--- src/rtl/btbgs_ram.sv ---
// Generic simple dual-port RAM: one write port, one read port, registered read.
// No dependencies.
`timescale 1ns / 1ps
module btbgs_ram #(
	parameter int WIDTH = 8,
	parameter int DEPTH = 16
) (
	input  logic                     clk,
	input  logic                     we,
	input  logic [$clog2(DEPTH)-1:0] waddr,
	input  logic [WIDTH-1:0]         wdata,
	input  logic                     re,
	input  logic [$clog2(DEPTH)-1:0] raddr,
	output logic [WIDTH-1:0]         rdata
);

	logic [WIDTH-1:0] mem [DEPTH];

	always_ff @(posedge clk) begin
		if (we) begin
			mem[waddr] <= wdata;
		end
		if (re) begin
			rdata <= mem[raddr];
		end
	end

endmodule

--- config.mk ---
export PLATFORM = sky130hd
export DESIGN_NAME = btbgs_ram
export DESIGN_NICKNAME = d
export VERILOG_FILES = /design/src/rtl/btbgs_ram.sv
export SDC_FILE = /design/constraint.sdc
export NUM_CORES = 1
export LEC_CHECK = 0
export BUFFER_PORTS_ARGS = -buffer_cell sky130_fd_sc_hd__buf_2
export CAP_MARGIN = 20
export CELL_PAD_IN_SITES_DETAIL_PLACEMENT = 1
export CELL_PAD_IN_SITES_GLOBAL_PLACEMENT = 2
export CORE_UTILIZATION = 35
export CTS_CLUSTER_DIAMETER = 120
export CTS_CLUSTER_SIZE = 20
export DETAILED_ROUTE_END_ITERATION = 12
export GPL_TIMING_DRIVEN = 0
export PLACE_DENSITY = 0.6
export SETUP_SLACK_MARGIN = 0.2
export SLEW_MARGIN = 10
export SYNTH_ARGS = -nofsm -noshare
export SYNTH_HDL_FRONTEND = slang
export SYNTH_SLANG_ARGS = --single-unit
--- constraint.sdc ---
create_clock -name clk -period 2.2 [get_ports clk]
set_clock_uncertainty 0.15 [all_clocks]
set_input_delay 0.55 -clock clk [delete_from_list [all_inputs] [get_ports clk]]
set_output_delay 0.55 -clock clk [all_outputs]
set_load 0.02 [all_outputs]
# Word-level counts from Yosys, hierarchy flattened
# Memory sizes are Yosys's and may differ from the RTL's. A register that Yosys moved wholly into a read port is not among the register bits.
# Cells that the tools add are included.
[totals]
ff_bits = 0
latch_bits = 0
ramBits = 128
rom_bits = 0
wordCells = 3
n_memories = 1
[mem_list]
columns = ["name", "words", "width", "read_ports", "rd_ports_with_merged_regs", "write_ports", "line", "source"]
rows = [
  ["mem", 16, 8, 1, 1, 1, "17", "logic [WIDTH-1:0] mem [DEPTH];"],
]
[classes]
addsub = 0
mul = 0
div = 0
magnitude_cmp = 0
n_eq_ne = 0
shifts = 0
muxes = 2
n_bitwise = 0
n_reduce_logical = 0
[ops]
columns = ["op", "count"]
rows = [
  ["1-bit two-way mux", 2],
]

# Depth between registers and ports, before layout
# Gate-level depths: netlist (run 1).
[depth]
word_depth = 2
ltp_mapped = 5
ltp_nobuf = 3

# Worst setup path after synthesis (run 1)
# OpenSTA, ideal clock, no wires.
[synth_timing]
path_kind = "input to register"
from = "input port waddr[2]"
to = "memory mem[0][0] (enable)"
setup_time_ns = 0.383
t_arrival_ns = 1.660
slack_ns = 0.007
stages = 2
n_path_buf = 0
cell_sequence = "or3b_2 -> nor3_1"
[synth_rtl]
columns = ["item", "line", "source"]
rows = [
  ["from (decl)", "10", "input logic [$clog2(DEPTH)-1:0] waddr,"],
  ["to (decl)", "17", ""],
]
# Straight into the memory's write port.

# Final worst setup path (run 1)
[layout_timing]
from = "input port waddr[2]"
to = "memory mem[0][0] (enable)"
# Straight into the memory's write port.

==> impl_metrics.toml, run 1 <==
[route]
dr_total_vias = 2427
via_per_inst = 5.14
antenna_left = 0
finalWirelength_um = 11000
drt-initial-drc-count = 134
drc = 0
drtPass1Iterations = 4
wl_per_cell_um = 23.2

[sta]
setup_viol_count_final = 0
rsz0062_at_grt = "false"
tns_ps = 0
fmax_mhz = 513
setup_ws_ps = 252
drv_slew = 0
period_minus_slack_ps = 1950
hold_viol = 0
max_slew_margin_pct = 43.4
worst_pin_slew_ps = 846
fin_crit_sh_pct = 88.5

[floorplanning]
core-area_um2 = 14500
pin_count = 27
die_w_um = 124
start_util_pct = 36.0
die_h_um = 124
rows = 44
dieArea_um2 = 15400

[grt]
grt_max_degree = 17
grt.total_usage_pct = 15.3
grt_pass1_wl_um = 16400
grt-ovfl-total = 0
use_met3_pct = 4.40
met2_usage_pct = 23.4
grt_pass1_vias = 2650
top_usage_layer = "met2"
antenna_found_initial = 0
met1_usage_pct = 20.7

[clock_network]
cts_buffers = 17
clk_latency_ps = 420
clk_pin_slew_ps = 60
cts_tree = "built"
ctsLongestPathBuffers = 2
cts.sinks = 136
cts_max_level = 4
clockRootBuffer = "clkbuf_16"

[finish]
syn_to_final_growth_pct = 19.1
final_core_util_pct = 42.8
insertedDiodeCount = 0
fin_nets = 294
stdcell_area_um2 = 6230
drive_gt1_share_pct = 31.3
nFillCells = 1406

[worst_hold_path]
hold_depth = 1
hold_path.class = "primary input to flip-flop"

[worst_setup_path]
arrival_ps = 1840
cp-start-kind = "primary input"
endpoint_kind = "flip-flop"
critPathRequiredTime_ps = 2090
r2r_cells = 3
worst-path-max-fanout = 8
path_class = "primary input to flip-flop"

[job]
maxCapViolCount = 0

[logic_synthesis]
synthFlopType = "edfxtp_1"
synthTopCellsByArea = "edfxtp_1 78%, mux4_2 7.8%, mux4_1 7.0%, a22oi_1 2.3%, nor2_1 0.93%"
synth_seq_cells = 136
synth.most_common_cell = "edfxtp_1"
syn-num-nets = 248
synth_edf_count = 136
netlist.area_leader.share_pct = 78.1
syn_inst = 229
synth-seq-area-share_pct = 78.1
ys_warn_count = 0
synthTopCellsByCount = "136 x edfxtp_1, 18 x mux4_2, 16 x a22oi_1"
synth_area_leader_cell = "edfxtp_1"
async_flop_share_pct = 0
synth_area_um2 = 5230
synth.avg_cell_area_um2 = 22.8
ys_types = 18

[outcome]
status = "completed"

[placement]
gp_congestion = 0.656
dpl-instance-area_um2 = 5610
io_buffer_count = 25
hpwlAfterDp_um = 6990
pre_cts_slack_ps = -277

[power_and_ir_drop]
worst_ir_drop_vdd_uv = 536
p_per_area_nw_per_um2 = 987
p_leak_nw = 2.05
logic make-up (layout without fill, tap and decap cells):
logic type             count (synthesis)  count (layout)  synth area share [%]
AOI/OAI and AO/OA                     16              16                  2.30
buffers and inverters                 10              69                  1.65
DFF                                  136             136                  78.1
muxes                                 32              32                  14.8
and+or+nand+nor                       35              35                  3.14
worst max-delay path, cell delays in order:
cell    delay, ps
buf_2         110
or3b_2        550
nor3_2        620
what timing repair did:
item | in CTS | in global routing
setup endpoints to repair | 8 | 14
hold buffers | 0 | 0
gates cloned | 0 | 0
resized for setup | 1 | 2
buffers inserted | 0 | 0
report_power, final:
part           total, mW  switching [mW]  internal [mW]  leakage (nW)
clock network       2.92            1.04           1.88         0.287
logic              0.298           0.184          0.114         0.530
registers           2.93          0.0124           2.92          1.24
total               6.15            1.23           4.91          2.05
area by class of cell:
| type | count | area (um2) | area share [%] |
|---|---|---|---|
| clock buffer | 18 | 429 | 6.89 |
| buffer | 10 | 86.3 | 1.39 |
| multi-input combinational | 83 | 1070 | 17.3 |
| timing repair buffer | 27 | 140 | 2.25 |
| tap | 184 | 230 | 3.70 |
| sequential | 136 | 4080 | 65.6 |
| clock inverter | 14 | 181 | 2.91 |
registers in the layout, indices dropped and copies added, names as in the netlist:
signal,count
rdata,8
mem,128
metrics by stage:
| step | std cells | hold WS (ps) | total power [mW] |
|---|---|---|---|
| 6_report | 472 | 328 | 6.15 |
| 5_1_grt | 472 | 318 | 6.31 |
| 3_3_place_gp | 438 | 596 | 3.28 |
| 2_1_floorplan | 229 | 499 | 3.15 |
| 3_5_place_dp | 440 | 623 | 3.29 |
| 4_1_cts | 472 | 313 | 6.20 |
placed cells by master, fill, tap and decap left out:
cell	count
nor3_1	2
nand2_1	9
clkinvlp_4	4
mux4_1	14
buf_4	3
nand2b_1	2
buf_6	3
and2_1	1
clkbuf_1	1
clkinv_2	3
clkinv_4	1
nor2_2	3
bufinv_16	4
buf_2	28
nor2b_1	1
nor2_1	10
and2b_1	1
nor3_2	2
or3b_2	1
clkbuf_16	17
nand3b_1	2
nand3_1	1
clkdlybuf4s25_2	3
mux4_2	18
a22oi_1	16
clkinv_1	2
edfxtp_1	136
worst paths after layout:
kind	from	endpoint	slack, ps
max reg2reg	mem[5][1]	rdata[1]	480
min	re	rdata[2]	330
max	waddr[2]	mem[0][0]	250
min reg2reg	mem[8][3]	rdata[3]	630
routing by layer:
layer  vias up  routed length, um
met5         -                  0
met4         0                146
met3        16                430
met2        53               5290
met1      1283               5100
li1       1075                  -
Power figures use the tool's default switching activity.
==> run 2: changes to the inputs <==
CTS_CLUSTER_DIAMETER = 80   (was 120)
RECOVER_POWER = 25   (was unset)
==> impl_metrics.toml, run 2 (synthesized netlist as in run 1, its figures left out) <==
[outcome]
status = "completed"

[finish]
syn_to_final_growth_pct = 19.0
drive_gt1_share_pct = 29.2
nFillCells = 1406
multiInputGateArea_um2 = 1070
fin_nets = 294
largest-register = "mem"
final_core_util_pct = 42.8
largest_reg_flops = 128
insertedDiodeCount = 0
seqCellArea_um2 = 4080
layout_commonest_cell = "edfxtp_1"
mostFrequentLayoutCells = "136 x edfxtp_1, 22 x buf_2, 18 x mux4_2"
top_regs = "mem (128), rdata (8)"

[worst_hold_path]
min_from = "wdata[2]"
hold_path.class = "primary input to flip-flop"

[worst_setup_path]
endpoint = "mem[0][0]"
critPathRequiredTime_ps = 2090
path_class = "primary input to flip-flop"
path_buf_inv = 1
r2r_cells = 3
path_delay_family = "simple AND/OR/NAND/NOR gates"
reg2reg_to = "rdata[7]"
cp-start-kind = "primary input"
critPathMaxStageDelay_ps = 610
crit_chain = "buf_2 -> or3b_2 -> nor3_2"
arrival_ps = 1840
crit_cells = 3
endpoint_kind = "flip-flop"
worst-path-max-fanout = 8
critical_path.startpoint = "waddr[2]"
timing.rr.start = "mem[7][7]"
r2r_slack_ps = 470
slowest_stage = "nor3_2"

[grt]
grt_pass1_vias = 2650
grt-ovfl-total = 0
antenna_found_initial = 0
grt_pass1_wl_um = 16400
grt.total_usage_pct = 15.3
grt_max_degree = 17

[route]
via_per_inst = 5.10
finalWirelength_um = 10900
antenna_left = 0
drc = 0
dr_total_vias = 2405
drtPass1Iterations = 4
wl_per_cell_um = 23.1
drt-initial-drc-count = 137

[power_and_ir_drop]
worst_ir_drop_vdd_uv = 538
p_leak_nw = 2.04
p_seq_share_pct = 47.8
pwr-share-clk_pct = 47.4
p_switching_mw = 1.23
p_int_mw = 4.91
p_comb_share_pct = 4.8
p_sw_share_pct = 20.0
p_per_area_nw_per_um2 = 988

[clock_network]
cts_setup_buffers = 0
cts_max_level = 4
cts_tree = "built"
clk_latency_ps = 420
cts.sinks = 136
cts_buffers = 17
clk_pin_slew_ps = 60
clockRootBuffer = "clkbuf_16"
ctsLongestPathBuffers = 2

[sta]
setup_ws_ps = 259
fin_crit_sh_pct = 88.2
rsz0062_at_grt = "false"
fmax_mhz = 515
period_minus_slack_ps = 1940
tns_ps = 0
drv_slew = 0
setup_viol_count_final = 0
hold_viol = 0
whs_ps = 396
max_slew_margin_pct = 42.9
worst_pin_slew_ps = 854

[floorplanning]
pin_count = 27
die_h_um = 124
die_w_um = 124
core-area_um2 = 14500
rows = 44
start_util_pct = 36.0
dieArea_um2 = 15400

[placement]
io_buffer_count = 25
hpwlAfterDp_um = 6990
pre_cts_slack_ps = -277
gp_congestion = 0.656

[job]
maxCapViolCount = 0
run 2: cell count changes in the layout (fill, tap and decap cells not counted), sizes merged:
cell | before | now
buf | 34 | 28
clkbuf | 18 | 24
run 2: worst min path at each step:
stage,to,slack (ps),cells after the start
6_report,mem[14][2],400,1
5_1_grt,mem[12][2],400,1
4_1_cts,rdata[2],310,1
3_5_place_dp,rdata[1],620,3
3_3_place_gp,rdata[1],600,3
2_1_floorplan,mem[0][0],500,0
run 2: worst register-to-register path, stage by stage, from the launching register on:
cell	delay, ps
edfxtp_1	360
mux4_2	510
a22oi_1	320
nand2_1	130
run 2: repair_timing:
action                                  4_1_cts  5_1_grt
hold buffers                                  0        0
resized for setup                             1        2
endpoints found under the setup margin        8       14
run 2: per-stage QoR:
step                      cells  instance area (um2)  total power, mW
after floorplan             229                 5230             3.15
after global placement      438                 5590             3.28
after detailed placement    440                 5610             3.29
after CTS                   472                 6220             6.20
after global routing        472                 6220             6.31
final                       472                 6220             6.14
run 2: metal layers:
metal | track usage [%] | vias up | share of wire (%)
met5 | 0 | - | 0
met3 | 4.40 | 18 | 3.5
li1 | - | 1076 | -
met1 | 20.7 | 1261 | 47
met2 | 23.4 | 50 | 48
met4 | 6.17 | 0 | 1.6
run 2: cell type report:
cell class	instances	area share, %
Sequential cell	136	65.7
Multi-Input combinational cell	83	17.3
Clock buffer	18	6.90
Tap cell	184	3.70
Clock inverter	14	2.92
Timing Repair Buffer	27	2.13
Buffer	10	1.39
run 2: power by group through the flow:
stage                     combinational, mW  clock (mW)  sequential (mW)
after CTS                             0.303        2.97             2.93
after global routing                  0.318        3.05             2.94
after detailed placement              0.302           0             2.99
after global placement                0.294           0             2.98
final                                 0.295        2.91             2.93
after floorplan                       0.148           0             3.00
